`src/design/fspa_pkg.sv`:
```
// Shared types and constants for the fixed slot pool allocator.
`default_nettype none

package fspa_pkg;

  // Default pool capacity
  localparam int unsigned SLOT_COUNT_DEF = 512;

  // Fixed payload widths
  localparam int unsigned SLOT_IN_W   = 10;
  localparam int unsigned SLOT_OUT_W  = 9;
  localparam int unsigned STATUS_W    = 2;
  localparam int unsigned COUNT_OUT_W = 10;
  localparam int unsigned WAITS_W     = 32;

  // Request kinds
  typedef enum logic {
    REQ_ACQUIRE = 1'b0,
    REQ_RELEASE = 1'b1
  } req_type_e;

  // Result status codes
  typedef enum logic [STATUS_W-1:0] {
    ST_OK        = 2'd0,
    ST_EMPTY     = 2'd1,
    ST_FOREIGN   = 2'd2,
    ST_NOT_OWNED = 2'd3
  } status_e;

  // One result item, handed from the control unit to the output register
  typedef struct packed {
    logic                   granted;
    logic [SLOT_OUT_W-1:0]  slot_out;
    status_e                status;
    logic [COUNT_OUT_W-1:0] used_now;
    logic [COUNT_OUT_W-1:0] used_peak;
    logic [WAITS_W-1:0]     empty_waits;
  } fspa_res_t;

endpackage

`default_nettype wire

```
`src/design/fspa_ctrl.sv`:
```
// Allocator control: request sequencing, free-list head, counters and table updates.
`default_nettype none

module fspa_ctrl #(
  parameter int unsigned SLOT_COUNT = 512,
  parameter int unsigned IDX_W      = 9,
  parameter int unsigned LINK_W     = 10
) (
  input  wire logic                           clk_i,
  input  wire logic                           rst_ni,
  // request side
  input  wire logic                           in_valid_i,
  output logic                                in_ready_o,
  input  wire logic                           req_type_i,
  input  wire logic [fspa_pkg::SLOT_IN_W-1:0] slot_in_i,
  // result side
  input  wire logic                           res_ready_i,
  output logic                                res_valid_o,
  output fspa_pkg::fspa_res_t                 res_o,
  // slot table
  output logic                                rd_en_o,
  output logic [IDX_W-1:0]                    rd_addr_o,
  input  wire logic [LINK_W:0]                rd_data_i,
  output logic                                wr_en_o,
  output logic [IDX_W-1:0]                    wr_addr_o,
  output logic [LINK_W:0]                     wr_data_o
);

  import fspa_pkg::*;

  localparam int unsigned CNT_W = LINK_W;

  typedef enum logic {
    S_IDLE,
    S_EXEC
  } state_e;

  state_e             state_q, state_d;
  logic [LINK_W-1:0]  top_q, top_d;      // slot + 1 of the stack head, zero when empty
  logic [CNT_W-1:0]   count_q, count_d;
  logic [CNT_W-1:0]   peak_q, peak_d;
  logic [CNT_W-1:0]   fresh_q, fresh_d;  // slots at or above this were never popped
  logic [WAITS_W-1:0] waits_q, waits_d;
  logic               kind_q, kind_d;
  logic [IDX_W-1:0]   idx_q, idx_d;
  logic               foreign_q, foreign_d;

  logic [31:0]       slot_ext;
  logic [31:0]       top_m1_ext;
  logic [IDX_W-1:0]  pick;
  logic              accept;
  logic              pool_empty;
  logic              pick_fresh;
  logic              rel_fresh;
  logic [31:0]       init_link_ext;
  logic [LINK_W-1:0] next_top;
  logic              slot_owned;
  logic [31:0]       count_inc_ext;
  logic [CNT_W-1:0]  count_inc;
  logic [31:0]       pick_out_ext;
  logic [31:0]       count_out_ext;
  logic [31:0]       peak_out_ext;

  // Index arithmetic
  assign slot_ext      = 32'(slot_in_i);
  assign top_m1_ext    = 32'(top_q) - 32'd1;
  assign pick          = top_m1_ext[IDX_W-1:0];
  assign accept        = in_valid_i && in_ready_o;
  assign in_ready_o    = (state_q == S_IDLE);

  // Untouched entries read as their reset value
  assign pool_empty    = (top_q == '0) || (32'(top_q) > SLOT_COUNT);
  assign pick_fresh    = 32'(pick) >= 32'(fresh_q);
  assign rel_fresh     = 32'(idx_q) >= 32'(fresh_q);
  assign init_link_ext = (32'(pick) + 32'd1 < SLOT_COUNT) ? 32'(pick) + 32'd2 : 32'd0;
  assign next_top      = pick_fresh ? init_link_ext[LINK_W-1:0] : rd_data_i[LINK_W-1:0];
  assign slot_owned    = rel_fresh ? 1'b0 : rd_data_i[LINK_W];
  assign count_inc_ext = 32'(count_q) + 32'd1;
  assign count_inc     = count_inc_ext[CNT_W-1:0];

  // Table read is issued with the transfer
  assign rd_en_o   = accept;
  assign rd_addr_o = (req_type_i == REQ_ACQUIRE) ? pick : slot_ext[IDX_W-1:0];

  always_comb begin
    state_d      = state_q;
    top_d        = top_q;
    count_d      = count_q;
    peak_d       = peak_q;
    fresh_d      = fresh_q;
    waits_d      = waits_q;
    kind_d       = kind_q;
    idx_d        = idx_q;
    foreign_d    = foreign_q;
    wr_en_o      = 1'b0;
    wr_addr_o    = pick;
    wr_data_o    = {1'b1, next_top};
    res_valid_o  = 1'b0;
    pick_out_ext = 32'd0;

    res_o             = '0;
    res_o.status      = ST_OK;

    case (state_q)
      S_IDLE: begin
        if (accept) begin
          kind_d    = req_type_i;
          idx_d     = slot_ext[IDX_W-1:0];
          foreign_d = slot_ext >= SLOT_COUNT;
          state_d   = S_EXEC;
        end
      end
      S_EXEC: begin
        if (res_ready_i) begin
          res_valid_o = 1'b1;
          state_d     = S_IDLE;
          case (kind_q)
            REQ_ACQUIRE: begin
              if (pool_empty) begin
                res_o.status = ST_EMPTY;
                if (waits_q != '1) begin
                  waits_d = waits_q + 1'b1;
                end
              end else begin
                wr_en_o       = 1'b1;
                wr_addr_o     = pick;
                wr_data_o     = {1'b1, next_top};
                top_d         = next_top;
                count_d       = count_inc;
                if (count_inc > peak_q) begin
                  peak_d = count_inc;
                end
                // fill mark moves past the slot just taken
                if (pick_fresh) begin
                  fresh_d = CNT_W'(32'(pick) + 32'd1);
                end
                res_o.granted = 1'b1;
                pick_out_ext  = 32'(pick);
              end
            end
            REQ_RELEASE: begin
              if (foreign_q) begin
                res_o.status = ST_FOREIGN;
              end else if (!slot_owned) begin
                res_o.status = ST_NOT_OWNED;
              end else begin
                wr_en_o   = 1'b1;
                wr_addr_o = idx_q;
                wr_data_o = {1'b0, top_q};
                top_d     = LINK_W'(32'(idx_q) + 32'd1);
                if (count_q != '0) begin
                  count_d = count_q - 1'b1;
                end
              end
            end
            default: begin
              res_o.status = ST_OK;
            end
          endcase
        end
      end
      default: begin
        state_d = S_IDLE;
      end
    endcase

    // Counters as they stand after this request
    count_out_ext     = 32'(count_d);
    peak_out_ext      = 32'(peak_d);
    res_o.slot_out    = pick_out_ext[SLOT_OUT_W-1:0];
    res_o.used_now    = count_out_ext[COUNT_OUT_W-1:0];
    res_o.used_peak   = peak_out_ext[COUNT_OUT_W-1:0];
    res_o.empty_waits = waits_d;
  end

  // State and registers
  always_ff @(posedge clk_i or negedge rst_ni) begin
    if (!rst_ni) begin
      state_q   <= S_IDLE;
      top_q     <= LINK_W'(1);
      count_q   <= '0;
      peak_q    <= '0;
      fresh_q   <= '0;
      waits_q   <= '0;
      kind_q    <= REQ_ACQUIRE;
      idx_q     <= '0;
      foreign_q <= 1'b0;
    end else begin
      state_q   <= state_d;
      top_q     <= top_d;
      count_q   <= count_d;
      peak_q    <= peak_d;
      fresh_q   <= fresh_d;
      waits_q   <= waits_d;
      kind_q    <= kind_d;
      idx_q     <= idx_d;
      foreign_q <= foreign_d;
    end
  end

  // Checks
  a_count_bound: assert property (@(posedge clk_i) disable iff (!rst_ni)
    32'(count_q) <= SLOT_COUNT)
    else $error("owned count above capacity");

  a_peak_covers: assert property (@(posedge clk_i) disable iff (!rst_ni)
    peak_q >= count_q)
    else $error("peak below owned count");

  a_fresh_bound: assert property (@(posedge clk_i) disable iff (!rst_ni)
    (32'(fresh_q) <= SLOT_COUNT) && (32'(top_q) <= SLOT_COUNT))
    else $error("fill mark or stack head out of range");

  a_write_in_exec: assert property (@(posedge clk_i) disable iff (!rst_ni)
    wr_en_o |-> (state_q == S_EXEC) && res_valid_o)
    else $error("table write outside an executing request");

  a_grant_ok: assert property (@(posedge clk_i) disable iff (!rst_ni)
    (res_valid_o && res_o.granted) |-> (res_o.status == ST_OK))
    else $error("grant with error status");

endmodule

`default_nettype wire

```
`config.mk`:
```
export PLATFORM = sky130hd
export DESIGN_NAME = fspa_ctrl
export DESIGN_NICKNAME = d
export VERILOG_FILES = /design/src/design/fspa_pkg.sv /design/src/design/fspa_ctrl.sv
export SDC_FILE = /design/constraint.sdc
export NUM_CORES = 1
export LEC_CHECK = 0
export BUFFER_PORTS_ARGS = -buffer_cell sky130_fd_sc_hd__buf_2
export CELL_PAD_IN_SITES_DETAIL_PLACEMENT = 1
export CELL_PAD_IN_SITES_GLOBAL_PLACEMENT = 1
export CORE_MARGIN = 8
export CORE_UTILIZATION = 43
export CTS_BUF_LIST = sky130_fd_sc_hd__clkbuf_4 sky130_fd_sc_hd__clkbuf_8
export CTS_CLUSTER_DIAMETER = 100
export DETAILED_ROUTE_END_ITERATION = 8
export PLACE_DENSITY = 0.93
export SYNTH_ARGS = -nofsm -noshare
export SYNTH_HDL_FRONTEND = slang
export SYNTH_SLANG_ARGS = --single-unit
```
`constraint.sdc`:
```
create_clock -name clk_i -period 4.65 [get_ports clk_i]
set_clock_uncertainty 0.15 [all_clocks]
set_input_delay 0.6975 -clock clk_i [delete_from_list [all_inputs] [get_ports clk_i]]
set_output_delay 0.6975 -clock clk_i [all_outputs]
set_load 0.1 [all_outputs]
```
==> results of run 1 <==
per-layer routing:
layer  share of wire  wire length [um]  track usage
met1            0.35             11000        0.347
met5               0                 0            0
met2            0.46             14600        0.502
met3            0.10              3300       0.0865
met4           0.080              2530        0.164
per-stage QoR:
stage / instances / hold slack (ns) / TNS, ns / setup WS [ns] / utilization
5_1_grt: 984 / 0.354 / -3.99 / -0.421 / 0.622
2_1_floorplan: 662 / 0.252 / -3.07 / -0.419 / -
6_report: 985 / 0.322 / -2.34 / -0.254 / 0.622
4_1_cts: 974 / 0.357 / 0 / 0.0391 / 0.603
3_5_place_dp: 954 / 0.335 / -1.23 / -0.208 / 0.580
3_3_place_gp: 954 / 0.315 / 0 / 0.258 / 0.580
final timing paths:
kind,startpoint,to
max,top_q[3]$_DFFE_PN0P_,wr_data_o[9]
min,rst_ni,idx_q[8]$_DFFE_PN0P_
max reg2reg,top_q[3]$_DFFE_PN0P_,top_q[6]$_DFFE_PN0P_
min reg2reg,fresh_q[8]$_DFFE_PN0P_,fresh_q[8]$_DFFE_PN0P_
max in group asynchronous,rst_ni,top_q[1]$_DFFE_PN0P_
min in group clk_i,res_ready_i,state_q$_DFF_PN0_
worst max-delay path, delay by kind of cell (launching register included):
family / cells / cell delay, ns
adder cells (fa/ha/maj): 1 / 0.36
flip-flops: 1 / 0.40
AO/OA/AOI/OAI: 6 / 1.54
AND/OR/NAND/NOR: 3 / 0.79
buffers and inverters: 3 / 0.55
cells by family (layout without fill, tap and decap cells):
kind of cell	after synthesis	after routing
AND/OR/NAND/NOR	252	252
AO/OA/AOI/OAI	113	113
flip-flops	84	84
XOR/XNOR	72	72
buffers and inverters	71	217
adder cells (fa/ha/maj)	35	35
multiplexers	35	35
other	0	1
registers in the layout, indices dropped and copies added (netlist names):
signal     cells
count_q       10
foreign_q      1
fresh_q       10
idx_q          9
kind_q         1
peak_q        10
state_q        1
top_q         10
waits_q       32
layout by cell type (no fill, tap or decap), types with 8 or more instances in the layout:
| master | count |
|---|---|
| dfrtp_1 | 80 |
| buf_2 | 68 |
| nand2_1 | 65 |
| nor2_1 | 61 |
| buf_12 | 46 |
| buf_4 | 40 |
| inv_1 | 34 |
| ha_1 | 33 |
| mux2_2 | 30 |
| a21oi_1 | 28 |
| nand3_1 | 27 |
| xnor2_2 | 24 |
| o21ai_0 | 23 |
| xor2_1 | 21 |
| nand4_1 | 20 |
| xnor2_1 | 19 |
| and3_1 | 15 |
| nor3_1 | 9 |
| clkbuf_8 | 9 |
| o211ai_1 | 8 |
area by class of cell:
| class | instances | area (um2) | share of cell area |
|---|---|---|---|
| flip-flops and latches | 84 | 2110 | 0.256 |
| clock inverters | 6 | 63.8 | 0.00774 |
| diodes | 1 | 2.50 | 0.000304 |
| clock buffers | 9 | 124 | 0.0150 |
| well taps | 176 | 220 | 0.0267 |
| inverters | 41 | 159 | 0.0193 |
| multi-input cells | 507 | 3930 | 0.477 |
| repair buffers | 161 | 1630 | 0.198 |
timing repair:
| action | 4_1_cts | 5_1_grt |
|---|---|---|
| endpoints found under the setup margin | 23 | 41 |
| gates resized for setup | 21 | 41 |
| setup buffers | 4 | 10 |
| gates cloned | 1 | 0 |
| pin swaps | 3 | 7 |
==> results.md, run 1 <==
- RSZ-0062 raised after global routing: true
- Crit path cell chain: or3_4 > buf_4 > o31ai_2 > nand2_2 > ha_1 > o21ai_0 > a211oi_2 > o41ai_4 > o21ai_4 > buf_6 > nand4_1 > a31oi_4 > buf_12
- Htree depth: 3
- Most frequent cell after synthesis: dfrtp_1
- Final HPWL DP: ~18,000 um
- Seq cells post-synth: 84
- Max-cap viol count: 0
- Fmax achieved: between 200 and 250 MHz
- Detail Route Antenna Nets: 0
- Worst-Margin Slew: 1.17 ns
- Synth unique cells: 60
- Nets: 865
- Register area share after synthesis: 0.362
- Initial DRC Count: around 1,000
- Outcome: finished with violations
- Clock sinks: 84
- Post-synth net total: a little over 700
- Top_reg_cell synth: dfrtp_1
- CTS tree: yes
- Synth Area in XOR/XNOR: 0.111
- Post-synth EDFFs: 0
- CP max stage cell: or3_4
- Final worst slack: -0.254 ns
- Post-synthesis async set-or-reset flop share: 1.00
- Reg2Reg Setup Slack: 0.53 ns
- Largest net degree at the start of global routing: 85
- Mux cell area share after synthesis: 0.0667
- Synth Area in Compound Gates: 0.124
- Largest area contributor in the netlist: dfrtp_1
- Final Critical Period: 4.90 ns
- WL final: 31,500 um
- Grt total ovfl: 0
- Number of remaining DRC errors: 0
- Layout fillers: 1,498
- CP arrival: 4.06 ns
- GRT Total Usage: 0.303
- Clock Tree Buf Depth: 2
- IO Port Bufs: 122
- Slowest stage delay, CP: 0.44 ns
- First-pass detailed-route iteration total: 6
- Vias after detailed routing: 6,730
- Top cells by count, synth: dfrtp_1 (83), nor2_1 (67), nand2_1 (66)
- Worst EP required: between 3 and 4 ns
- Top-area cell type share of the netlist area: 0.357
- # IOs: 123
- Site Rows: 42
- Clk pin slew, worst setup/hold paths: approximately 0.10 ns
- Area contributors post-synth: dfrtp_1 (36%), ha_1 (7.5%), xnor2_1 (6.5%)
- Initial core utilization: 0.439
- Tcrit/Tclk final: 1.05
- Failing checks: setup timing
- First-pass GRT wire length: around 42,000 um
- Design Area, Final: 8240 um2
- Initial antenna violation count: 0
- Average wire per standard cell: about 32 um
- R2r worst-path depth: 12
- Die area: between 15,000 and 20,000 um2
- Worst-path fanout max: 7
- P&R area growth vs syn: 41.7%
- Die height: 132 um
- Post-Synth Simple-Gate Area: 0.213
- Post-CTS Hold Buffers: 0
- Syn_area_per_cell: 8.78 um2
- Combinational family with the most area after synthesis: simple AND/OR/NAND/NOR gates
- Synth warn: 0
- Adder-cell share of the synthesized area: 0.0753
- Startpoint Class: flop
- Core Area: 13,200 um2
- Crit Path Class: flop to output pin
- Share of layout cells above drive strength 1: 0.363
- GPL Wtd Cong: 1.02
- Final Max Tran Viols: 0
- Post-Synthesis Cells: 662
- Post-Place Cell Area: 7680 um2
- Num CTS Buffers: 9
- Clock root cell: clkbuf_8
- Die Wd: 132 um
- DR vias/cell: 6.83
- Final setup fails: 18
- Min-delay worst type: input port to async pin
- Synth Cell Area: 5820 um2
- Rel. slew slack: 0.221
- Final Hold Fails: 0
- Worst Setup End Kind: output pin
- Insertion delay to the later sink of the worst-skew pair: 0.41 ns
- Vias in the first global route: 7,006
Power of run 1 is not shown: default switching activity piles up to over one toggle a cycle in this logic, so the estimate is an artifact.
==> run 2, diff against run 1 <==
Settings changed: CORE_MARGIN 8 to 5, CORE_UTILIZATION 43 to 46, PLACE_DENSITY 0.93 to 0.95.
Clock period 4.65 ns to 6.15 ns, I/O delays scaled along.
==> run 2 against run 1 <==
  * The flow now finishes without violations
  * Cell count down 3.2%
  * Wire length fell by 37%
  * Non-clock buffer count decreased by 28
  * Critical path depth rose by 1
  * Worst hold slack better by 0.021 ns
  * First-iteration DRC count decreased by 75%
  * Via count is 18% lower
  * Register-to-register slack better by 1.2 ns
  * Global-route usage is 3.0 points lower
  * Clock-buffer cell count up 1
  * Setup slack improved by 0.82 ns
==> results.md, run 2 (synthesized netlist as in run 1, its figures left out) <==
- Share of layout cells above drive strength 1: 0.243
- Worst-path fanout max: 19
- WL final: 19,900 um
- # IOs: around 120
- Clock root cell: clkbuf_8
- Ant. Diodes: 0
- CP top delay family: buffers and inverters
- Min-delay worst type: flop to flop
- Final Max Tran Viols: 0
- Rel. slew slack: 0.259
- Site Rows: 41
- Max reg flops: 32
- WHS Endpoint: waits_q[16]$_DFF_PN0_
- Worst EP required: 5.08 ns
- Initial antenna violation count: 0
- Startpoint Class: flop
- Worst-Margin Slew: 1.11 ns
- IO Port Bufs: 122
- Final Hold Fails: 0
- Worst Setup End Kind: output pin
- Setup TNS: 0 ns
- Slowest stage delay, CP: 0.78 ns
- Layout fillers: 1,555
- CP bufs+invs: 4
- Design Area, Final: 6790 um2
- Grt total ovfl: 0
- Die area: 15,000 um2
- Reg-to-Reg End: fresh_q[7]$_DFFE_PN0P_
- RSZ-0062 raised after global routing: false
- Insertion delay to the later sink of the worst-skew pair: 0.39 ns
- Average wire per standard cell: 20.9 um
- Final Critical Period: approximately 5.6 ns
- Multi-input logic area: around 3400 um2
- GRT Total Usage: 0.273
- Tcrit/Tclk final: 0.907
- Core Area: between 10,000 and 15,000 um2
- Die height: 122 um
- Die Wd: 122 um
- R2r worst-path depth: 12
- Num CTS Buffers: 9
- Outcome: finished, final reports clean
- Most common cell after layout, fill and taps aside: buf_2
- # Post-CTS Setup Buffers: 0
- CP max stage cell: dfstp_2
- Worst r2r src: top_q[0]$_DFFE_PN1P_
- Register area: 2100 um2
- Vias in the first global route: 5,918
- CTS tree: yes
- Hold_sp: waits_q[16]$_DFF_PN0_
- Number of remaining DRC errors: 0
- WHS Path Cells: 1
- Final HPWL DP: 15,400 um
- CP arrival: between 4 and 5 ns
- Detail Route Antenna Nets: 0
- Post-Place Cell Area: 6600 um2
- P&R area growth vs syn: 16.7%
- Initial core utilization: 0.465
- Clock Tree Buf Depth: 2
- Max-cap viol count: 0
- Clk pin slew, worst setup/hold paths: 0.09 ns
- Htree depth: 3
- Reg2Reg Setup Slack: 1.75 ns
- DR vias/cell: between 5 and 6
- Resized cells post-CTS: 0
- Crit path cell chain: inv_1 > ha_1 > xnor2_1 > inv_1 > ha_1 > o211ai_1 > nor2_1 > o41ai_1 > o21ai_1 > buf_4 > nor2_1 > a21oi_1 > a21oi_1 > buf_2
- Reg with most FFs: waits_q
- Post-CTS Hold Buffers: 0
- Initial DRC Count: 256
- Final setup fails: 0
- Largest net degree at the start of global routing: 46
- Most frequent cells in the layout: buf_2 (121), dfrtp_1 (83), nor2_1 (67)
- Clock sinks: between 80 and 90
- Crit Path Class: flop to output pin
- Vias after detailed routing: 5,529
- First-pass GRT wire length: around 31,000 um
- GPL Wtd Cong: ~0.9
- Fmax achieved: 179 MHz
- Nets: 837
- First-pass detailed-route iteration total: 4
## run 2: how the worst max path moves through the flow
| stage | depth (start not counted) | from | to |
|---|---|---|---|
| 3_5_place_dp | 14 | top_q[0]$_DFFE_PN1P_ | wr_data_o[4] |
| 6_report | 14 | top_q[0]$_DFFE_PN1P_ | wr_data_o[7] |
| 3_3_place_gp | 16 | top_q[0]$_DFFE_PN1P_ | wr_data_o[3] |
| 4_1_cts | 14 | top_q[0]$_DFFE_PN1P_ | wr_data_o[4] |
| 5_1_grt | 15 | top_q[1]$_DFFE_PN0P_ | wr_data_o[9] |
| 2_1_floorplan | 10 | top_q[0]$_DFFE_PN1P_ | res_o[50] |
## run 2: through the flow
stage / worst slack [ns] / util / hold slack [ns] / std cells
6_report: 0.569 / 0.542 / 0.344 / 953
5_1_grt: 0.296 / 0.542 / 0.366 / 953
4_1_cts: 0.612 / 0.542 / 0.347 / 953
3_5_place_dp: 1.07 / 0.528 / 0.332 / 937
3_3_place_gp: 1.20 / 0.528 / 0.316 / 937
2_1_floorplan: 0.114 / - / 0.300 / 662
## run 2: area by class of cell
class / instances / area share
well taps: 172 / 0.0317
clock buffers: 10 / 0.0203
inverters: 41 / 0.0227
repair buffers: 133 / 0.102
clock inverters: 6 / 0.00682
flip-flops and latches: 84 / 0.310
multi-input cells: 507 / 0.506
## run 2: metal layers
layer,share of wire,GRT usage,vias up
li1,-,-,2546
met1,0.42,0.349,2775
met2,0.49,0.462,177
met3,0.063,0.0562,31
met4,0.023,0.0924,0
met5,0,0,-
Power of run 2 is left out for the same reason.
